<file path="src/hdl/wfcs_pkg.sv">
package wfcs_pkg;

   localparam int SAMPLE_W   = 32;
   localparam int ALPHA_BITS = 16;
   localparam int ALPHA_W    = ALPHA_BITS + 1;
   localparam int LIMIT_W    = 31;
   localparam int CSR_W      = 31;
   localparam int WORK_W     = SAMPLE_W + 2;
   localparam int OPER_W     = 2 * WORK_W;
   localparam int REM_W      = WORK_W + 4;
   localparam int ROOT_ITER  = WORK_W;
   localparam int ITER_W     = $clog2(ROOT_ITER + 1);
   localparam int PROD_W     = OPER_W;

   localparam logic [ALPHA_W-1:0] ALPHA_ONE = ALPHA_W'(1) << ALPHA_BITS;

   typedef enum logic [2:0] {
      CSR_ALPHA       = 3'd0,
      CSR_FORCE_NORM  = 3'd1,
      CSR_TORQUE_NORM = 3'd2,
      CSR_FORCE_STEP  = 3'd3,
      CSR_TORQUE_STEP = 3'd4
   } csr_index_type;

   typedef struct packed {
      logic go;
      logic sqrt_mode;
   } rd_cmd_type;

   typedef struct packed {
      logic busy;
      logic done;
   } rd_stat_type;

endpackage

</file>
<file path="src/hdl/wfcs_root_div.sv">
module wfcs_root_div (
   input  logic                         clock,
   input  logic                         reset,
   input  wfcs_pkg::rd_cmd_type         cmd,
   input  logic [wfcs_pkg::OPER_W-1:0]  operand,
   input  logic [wfcs_pkg::WORK_W-1:0]  divisor,
   output wfcs_pkg::rd_stat_type        stat,
   output logic [wfcs_pkg::WORK_W-1:0]  result
);
   import wfcs_pkg::*;

   logic [REM_W-1:0]  rem_ff, rem_in;
   logic [OPER_W-1:0] sh_ff, sh_in;
   logic [WORK_W-1:0] res_ff, res_in;
   logic [WORK_W-1:0] div_ff, div_in;
   logic [ITER_W-1:0] cnt_ff, cnt_in;
   logic              busy_ff, busy_in;
   logic              done_ff, done_in;
   logic              sqrt_ff, sqrt_in;
   logic [REM_W-1:0]  r_shift;
   logic [REM_W-1:0]  trial;

   always_comb begin
      rem_in  = rem_ff;
      sh_in   = sh_ff;
      res_in  = res_ff;
      div_in  = div_ff;
      cnt_in  = cnt_ff;
      busy_in = busy_ff;
      sqrt_in = sqrt_ff;
      done_in = 1'b0;
      if (sqrt_ff) begin
         r_shift = {rem_ff[REM_W-3:0], sh_ff[OPER_W-1 -: 2]};
         trial   = REM_W'({res_ff, 2'b01});
      end else begin
         r_shift = {rem_ff[REM_W-2:0], sh_ff[OPER_W-1]};
         trial   = REM_W'(div_ff);
      end
      if (cmd.go) begin
         busy_in = 1'b1;
         sqrt_in = cmd.sqrt_mode;
         cnt_in  = ITER_W'(ROOT_ITER);
         res_in  = '0;
         div_in  = divisor;
         if (cmd.sqrt_mode) begin
            rem_in = '0;
            sh_in  = operand;
         end else begin
            rem_in = REM_W'(operand[OPER_W-1:WORK_W]);
            sh_in  = {operand[WORK_W-1:0], WORK_W'(0)};
         end
      end else if (busy_ff) begin
         if (r_shift >= trial) begin
            rem_in = r_shift - trial;
            res_in = {res_ff[WORK_W-2:0], 1'b1};
         end else begin
            rem_in = r_shift;
            res_in = {res_ff[WORK_W-2:0], 1'b0};
         end
         sh_in  = sqrt_ff ? (sh_ff << 2) : (sh_ff << 1);
         cnt_in = cnt_ff - ITER_W'(1);
         if (cnt_ff == ITER_W'(1)) begin
            busy_in = 1'b0;
            done_in = 1'b1;
         end
      end
   end

   always_ff @(posedge clock) begin
      rem_ff  <= rem_in;
      sh_ff   <= sh_in;
      res_ff  <= res_in;
      div_ff  <= div_in;
      cnt_ff  <= cnt_in;
      sqrt_ff <= sqrt_in;
      if (reset) begin
         busy_ff <= 1'b0;
         done_ff <= 1'b0;
      end else begin
         busy_ff <= busy_in;
         done_ff <= done_in;
      end
   end

   assign stat.busy = busy_ff;
   assign stat.done = done_ff;
   assign result    = res_ff;

endmodule

</file>
<file path="config.mk">
export PLATFORM = sky130hd
export DESIGN_NAME = wfcs_root_div
export DESIGN_NICKNAME = d
export VERILOG_FILES = /design/src/hdl/wfcs_pkg.sv /design/src/hdl/wfcs_root_div.sv
export SDC_FILE = /design/constraint.sdc
export NUM_CORES = 1
export LEC_CHECK = 0
export ABC_AREA = 1
export BUFFER_PORTS_ARGS = -buffer_cell sky130_fd_sc_hd__buf_2
export CAP_MARGIN = 20
export CORE_MARGIN = 2
export CORE_UTILIZATION = 40
export DETAILED_ROUTE_END_ITERATION = 12
export GPL_ROUTABILITY_DRIVEN = 0
export GPL_TIMING_DRIVEN = 0
export PLACE_DENSITY_LB_ADDON = 0.15
export SLEW_MARGIN = 0
export SYNTH_ARGS = -nofsm -noshare
export SYNTH_HDL_FRONTEND = slang
export SYNTH_SLANG_ARGS = --single-unit
</file>
<file path="constraint.sdc">
create_clock -name clock -period 8.4 [get_ports clock]
set_clock_uncertainty 0.1 [all_clocks]
set_input_delay 0.42 -clock clock [delete_from_list [all_inputs] [get_ports clock]]
set_output_delay 0.42 -clock clock [all_outputs]
set_load 0.1 [all_outputs]
</file>
# [Yosys cells after proc, flatten, opt, wreduce, memory -nomap -nowiden]
# Cells that the tools add are included.
[totals] mem_bits_ro=0 output_inout_bits=36 latchBits=0 n_memories=0 ramBits=0 inputBits=106 regBits=182
[op_classes] magnitude_cmp=1 div=0 bitwise=1 mul=0 add_sub_neg=2 shifts=0 n_mux=15 reduce_logical=2 eq_ne=1
[ops] op="2-to-1 mux 68 bit" count=4
[ops] op="2-to-1 mux 37 bit" count=3
[ops] op="greater-or-equal comparator 38 x 36 -> 1 bit" count=1
[ops] op="2-to-1 mux 38 bit" count=1
[ops] op="subtractor 37 x 36 -> 37 bit" count=1
[ops] op="2-to-1 mux 36 bit" count=1
[ops] op="2-to-1 mux 34 bit" count=1
[ops] op="equality test 6 x 1 -> 1 bit, second input constant" count=1
[ops] op="subtractor 6 x 1 -> 6 bit, second input constant" count=1
[ops] op="2-to-1 mux 1 bit" count=5
[ops] op="OR reduction 3 bit" count=1
[ops] op="nonzero test 2 bit" count=1
[ops] op="NOT 1 bit" count=1

# [Logic depth before layout (Yosys ltp)]
# Gate-level depths: netlist of run 1.
[depth] word_depth=5 depth_mapped=21 depth_no_buf=20

# [Least setup slack after synthesis of run 1]
# Ideal clock, no wire load.
[synth_timing] kind="input -> register" start="input cmd[1] (netlist bit)" end="register rem_ff[0] (enable)" setup_ns=0.511 t_required_ns=7.789 arrival_time_ns=3.821 stages=4 path_slack_ns=3.968 cell_sequence="buf_2 nor2_1 clkinv_1 clkbuf_1"
[synth_between] elab_chain_cells=1
[synth_lines] item="from (decl)" line="wfcs_root_div.sv:4" source="input wfcs_pkg::rd_cmd_type cmd,"
[synth_lines] item="nonzero test 2 bit (no source line)"
[synth_lines] item="to (signal assigned)" line="wfcs_root_div.sv:70" source="rem_ff <= rem_in;"
[synth_lines] item="to (decl)" line="wfcs_root_div.sv:12" source="logic [REM_W-1:0] rem_ff, rem_in;"
# No other way between the ends.
# A chain may end at the register's enable or synchronous reset.

# [Final worst setup path of run 1]
[layout_timing] start="register sqrt_ff" end="register rem_ff[26], data pin"
[layout_between] elab_chain_cells=5 elab_cells_between_ends=7 classes_between="add/sub: 1; order compare: 1; mux: 5"
[layout_lines] item="from (decl)" line="wfcs_root_div.sv:19" source="logic sqrt_ff, sqrt_in;"
[layout_lines] item="from (signal assigned)" line="wfcs_root_div.sv:75" source="sqrt_ff <= sqrt_in;"
[layout_lines] item="2-to-1 mux 38 bit / 2-to-1 mux 36 bit (equally long branches)" line="wfcs_root_div.sv:32" source="if (sqrt_ff) begin"
[layout_lines] item="subtractor 37 x 36 -> 37 bit / greater-or-equal comparator 38 x 36 -> 1 bit (equally long branches)" line="wfcs_root_div.sv:54, wfcs_root_div.sv:53"
[layout_lines] item="2-to-1 mux 37 bit *" line="wfcs_root_div.sv:53" source="if (r_shift >= trial) begin"
[layout_lines] item="2-to-1 mux 37 bit *" line="wfcs_root_div.sv:52" source="end else if (busy_ff) begin"
[layout_lines] item="2-to-1 mux 37 bit *" line="wfcs_root_div.sv:39" source="if (cmd.go) begin"
[layout_lines] item="named net rem_in[26]" line="wfcs_root_div.sv:12"
# The timed path passes the listed nets; every way through them passes the cells marked *. The select of a mux whose other input is x is not followed.

==> results.txt, run 1 <==
Clock transition at path regs: 0.08 ns
Slew Limit Headroom: 0.3478
Crit path buffers/inverters: 5
Overflow left after global routing: 0
Final HPWL DP: 28950 um
Die H: 176.2 um
Warnings from Yosys: 0
Post-CTS Repair Setup Buffers: 0
HP Class: input pin to flip-flop
Status: complete, no violations
Mapped Area: 11860 um2
IO Count: 142
Final Hold Vio Count: 0
Largest net degree at the start of global routing: 62
Power Dens Cells: 260.9 nW/um2
Post-Syn Area per Cell: 7.509 um2
Delay of the slowest cell on the worst path: 0.76 ns
Overall routing resource usage: 0.2375
Initial core utilization: 0.4033
Multi-input logic area: 5592 um2
CP arrival: 4.82 ns
Die area: 31030 um2
Crit path max fanout: 10
Sequential Area: 5045 um2
Antenna diodes: 0
Tcrit/Tclk final: 0.5630
Worst-case clock buffer depth: 2
Nets: 1885
Cts hold-fix bufs: 0
Mapped Cells: 1579
TritonCTS clock tree: yes
Top-count cell post-synth: nand2_1
Largest cells by area after synthesis: edfxtp_1 (35%), nand2_1 (12%), inv_1 (7.1%)
Vias per cell: 5.129
CTS buffer count: 17
Synth top area share: 0.3546
FMAX: 0.2115 GHz
Leak pwr: 6.272 nW
First-pass GRT wire length: 56650 um
Setup-failing EPs final: 0
Clk root buf: clkbuf_16
CP top delay family: buffers and inverters
CP required: 8.49 ns
Num rows: 63
Initial antenna violation count: 0
Number of DRC markers in iteration 0: 910
Clock Sinks: 182
Port bufs: 141
Die width: 176.2 um
#FFs+latches synth: 182
Most used DFF post-synth: edfxtp_1
DRT antenna net count: 0
Unique masters post-synth: 43
Core outline area: 29400 um2
Routed WL per cell: 17.08 um
Number of synthesized flops with an enable pin: 140
Routed vias: 10991
Crit. End Element: flip-flop
H-tree depth: 4
Final worst slack: 3.671 ns
Crit path kind: flip-flop to flip-flop
Worst skew pair latency: 0.46 ns
Maxcap violations: 0
Setup TNS: 0 ns
# DRC: 0
Final Max Slew Viols: 0
First drt pass iteration count: 5
Commonest cells in the netlist: nand2_1 (380), inv_1 (225), nor2_1 (170)
Pre-CTS setup slack: 3.684 ns
Ratio of cells with drive above 1 in the final layout: 0.1563
Routed wire length: 36600 um
CP cell instances: clkbuf_1, clkbuf_1, buf_1, nand2_1, o21ai_0, ha_1, nand2_1, inv_1, nand4_1, nor3_2, a21oi_2, buf_2, nand3_1, nand3_1, o21ai_1
Final Hold Slack: 0.02369 ns
Filler cell count: 3031
Syn nets: 1724
Async set or reset register ratio after synthesis: 0
Post-synth top area cell: edfxtp_1
Worst vdd ir: 165.0 uV
Vias in the first global route: 10575
Crit path launch type: flip-flop
Min cycle time layout: 4.729 ns
Fin util: 0.4641
Worst-margin pin slew: 0.9784 ns
RSZ-0062 raised after global routing: no
Slowest-stage cell, CP: clkbuf_1
P&R area growth vs syn: 15.09%
Sequential area share after synthesis: 0.4255
CTS resizes: 0
==> cells in the final DEF (no fill, tap or decap), types with 9 or more instances in the layout <==
master and count:
xnor2_1 14, nand3_1 118, dfxtp_1 42, o22ai_1 33
clkbuf_1 50, o21ai_1 26, or2_2 56, o32ai_1 19
o31ai_1 13, buf_2 156, inv_1 225, o311ai_0 13
edfxtp_1 140, o21ai_0 85, ha_1 38, inv_2 9
nand3b_1 9, a21oi_1 31, nand2_1 380, o221ai_1 20
nor2_1 170, o211ai_1 22, clkbuf_16 17
==> state kept, by name, summed over array words and instances (netlist names) <==
signal   cells
result      34
rem_ff      37
sqrt_ff      1
cnt_ff       6
sh_ff       68
busy_ff      1
div_ff      34
done_ff      1
==> area by class of cell <==
type                    instances  share of cell area
multi-input cells            1085              0.4098
flip-flops and latches        182              0.3697
inverters                     236             0.06492
repair buffers                142             0.05373
well taps                     390             0.03576
clock buffers                  18             0.03145
plain buffers                  76             0.02476
clock inverters                14            0.009903
==> where the power goes <==
part	internal, W	switching, W	total (W)
sequential	0.00114	0.0000536	0.00119
clock	0.000395	0.000407	0.000802
combinational	0.000533	0.00104	0.00157
==> cells by family (layout without fill, tap and decap cells) <==
logic type | after synthesis | after routing | synth area share
flops | 182 | 182 | 0.4255
buf+inv | 312 | 486 | 0.1029
xor+xnor | 17 | 17 | 0.01256
fa+ha+maj | 39 | 39 | 0.04179
simple gates | 760 | 760 | 0.2749
compound gates | 269 | 269 | 0.1424
==> metal layers <==
metal / vias to the layer above / global-route usage / part of all wire
met2: 329 / 0.3814 / 0.45
met5: - / 0 / 0
met1: 5054 / 0.3314 / 0.47
met4: 0 / 0.08092 / 0.026
met3: 43 / 0.02993 / 0.055
li1: 5565 / - / -
==> per-stage QoR <==
| stage | cells | area, um2 | total power, W |
|---|---|---|---|
| 2_1_floorplan | 1579 | 11860 | 0.002311 |
| 3_3_place_gp | 2110 | 13050 | 0.002742 |
| 3_5_place_dp | 2111 | 13080 | 0.002746 |
| 4_1_cts | 2143 | 13650 | 0.003551 |
| 5_1_grt | 2143 | 13650 | 0.003806 |
| 6_report | 2143 | 13650 | 0.003560 |
==> worst reg2reg max path, stage by stage (launching register included) <==
cell	delay (ns)
edfxtp_1	0.39
clkbuf_1	0.42
clkbuf_1	0.77
buf_1	0.65
nand2_1	0.29
o21ai_0	0.15
ha_1	0.31
nand2_1	0.12
inv_1	0.07
nand4_1	0.11
nor3_2	0.06
a21oi_2	0.43
buf_2	0.30
nand3_1	0.10
nand3_1	0.11
o21ai_1	0.09
==> worst paths after layout <==
| path | from | endpoint | slack, ns | depth (start not counted) |
|---|---|---|---|---|
| max reg2reg | sqrt_ff | rem_ff[26] | 3.67 | 15 |
| min | reset | busy_ff | 0.02 | 2 |
| min reg2reg | cnt_ff[2] | cnt_ff[2] | 0.40 | 1 |
| max | sqrt_ff | rem_ff[26] | 3.67 | 15 |
Note: power is estimated with default switching activity, not from simulation.
==> run 2: changes to the inputs <==
==> constraint.sdc (replaced) <==
create_clock -name clock -period 4.6 [get_ports clock]
set_clock_uncertainty 0.1 [all_clocks]
set_input_delay 0.23 -clock clock [delete_from_list [all_inputs] [get_ports clock]]
set_output_delay 0.23 -clock clock [all_outputs]
set_load 0.1 [all_outputs]
==> results.txt, run 2 (same netlist as run 1, synthesis figures left out) <==
Core outline area: 29400 um2
H-tree depth: 4
Pre-CTS setup slack: -0.1155 ns
Final worst slack: 0.2756 ns
Number of DRC markers in iteration 0: 896
Final HPWL DP: 28950 um
IO Count: 142
First drt pass iteration count: 5
Clk root buf: clkbuf_16
P&R area growth vs syn: 19.25%
Biggest regs: sh_ff x68, rem_ff x37
Num rows: 63
Vias per cell: 5.112
Worst-margin pin slew: 0.9660 ns
Final Hold Vio Count: 0
Min cycle time layout: 4.324 ns
Leak pwr: 6.482 nW
Routed wire length: 37070 um
R2r setup slk: 0.28 ns
TritonCTS clock tree: yes
Filler cell count: 2985
Vias in the first global route: 10819
Sequential Area: 5045 um2
Worst-case clock buffer depth: 2
Worst skew pair latency: 0.46 ns
Crit. End Element: flip-flop
DRT antenna net count: 0
Initial core utilization: 0.4033
First-pass GRT wire length: 57480 um
Maxcap violations: 0
Most common cell after layout, fill and taps aside: nand2_1
Crit path max fanout: 10
Worst setup path end: rem_ff[26]
Largest net degree at the start of global routing: 62
Multi-input logic area: 5592 um2
Post-CTS Repair Setup Buffers: 0
FMAX: 0.2312 GHz
Status: complete, no violations
Crit path launch type: flip-flop
Overflow left after global routing: 0
Ratio of cells with drive above 1 in the final layout: 0.1532
Most frequent cells in the layout: nand2_1 (380), inv_1 (225), nor2_1 (170), buf_2 (156), edfxtp_1 (140)
CP arrival: 4.42 ns
Routed WL per cell: 16.91 um
Nets: 1934
Die width: 176.2 um
Antenna diodes: 0
Clock Sinks: 182
Final Hold Slack: 0.01061 ns
Crit path kind: flip-flop to flip-flop
Reg2reg end: rem_ff[26]
Final Max Slew Viols: 0
RSZ-0062 raised after global routing: no
Worst vdd ir: 301.2 uV
Initial antenna violation count: 0
RR Startpoint: sqrt_ff
Routed vias: 11206
Slew Limit Headroom: 0.3560
Tcrit/Tclk final: 0.9401
Die area: 31030 um2
Overall routing resource usage: 0.2404
# DRC: 0
R2R cell count: 14
Power Dens Cells: 462.3 nW/um2
CP startpoint: sqrt_ff
CP required: 4.69 ns
Clock transition at path regs: 0.08 ns
Max FFs per register: 68
CTS buffer count: 17
Port bufs: 141
Setup-failing EPs final: 0
Die H: 176.2 um
HP Class: input pin to flip-flop
Register name with the most flops: sh_ff
## run 2: where the power goes
group          switching (W)  internal, W  total (W)
logic                0.00190      0.00100    0.00290
clock network       0.000746     0.000721    0.00147
registers          0.0000982      0.00207    0.00217
total                0.00274      0.00379    0.00654
## run 2: metal layers
layer	GRT usage	vias to the layer above	part of all wire
met5	0	-	0
met4	0.08299	0	0.027
met3	0.02842	46	0.050
met2	0.3882	345	0.44
met1	0.3344	5154	0.48
li1	-	5661	-
## run 2: through the flow
stage / util / std cells / area [um2] / TNS [ns] / total power [W]
floorplan: - / 1579 / 11860 / 0 / 0.004221
global placement: 0.4438 / 2110 / 13050 / -277.08 / 0.005007
detailed placement: 0.4449 / 2111 / 13080 / -2.103 / 0.005015
CTS: 0.4808 / 2192 / 14140 / 0 / 0.006517
global route: 0.4809 / 2192 / 14140 / 0 / 0.006985
finish: 0.4809 / 2192 / 14140 / 0 / 0.006537
## run 2: worst min path at each step
stage,start,to,slack (ns),cells past startpoint
global route,operand[23],sh_ff[23],0.02,3
finish,operand[38],rem_ff[4],0.01,3
CTS,operand[29],sh_ff[29],0.0001,3
detailed placement,divisor[17],div_ff[17],0.31,1
global placement,reset,busy_ff,0.31,2
floorplan,reset,busy_ff,0.20,1
## run 2: repair_timing
item	in CTS	in global routing
hold buffers	49	0
resized for setup	1	1
endpoints found under the setup margin	30	29
endpoints found under the hold margin	50	0
## run 2: critical path: stages (launching register included)
cell and delay (ns):
edfxtp_1 0.40, clkbuf_1 0.42, buf_2 0.36, clkbuf_1 0.58, o21ai_0 0.29, ha_1 0.41, inv_2 0.08, o21ai_1 0.09
a21oi_1 0.21, o21ai_1 0.10, a21oi_2 0.40, buf_2 0.30, nand3_1 0.09, nand3_1 0.11, o21ai_1 0.09
## run 2: final cells by class
cell class                 instances  area share
multi-input combinational       1085      0.3955
sequential                       182      0.3568
timing repair buffer             191     0.08655
inverter                         236     0.06265
tap                              390     0.03451
clock buffer                      18     0.03035
buffer                            76     0.02407
clock inverter                    14    0.009558
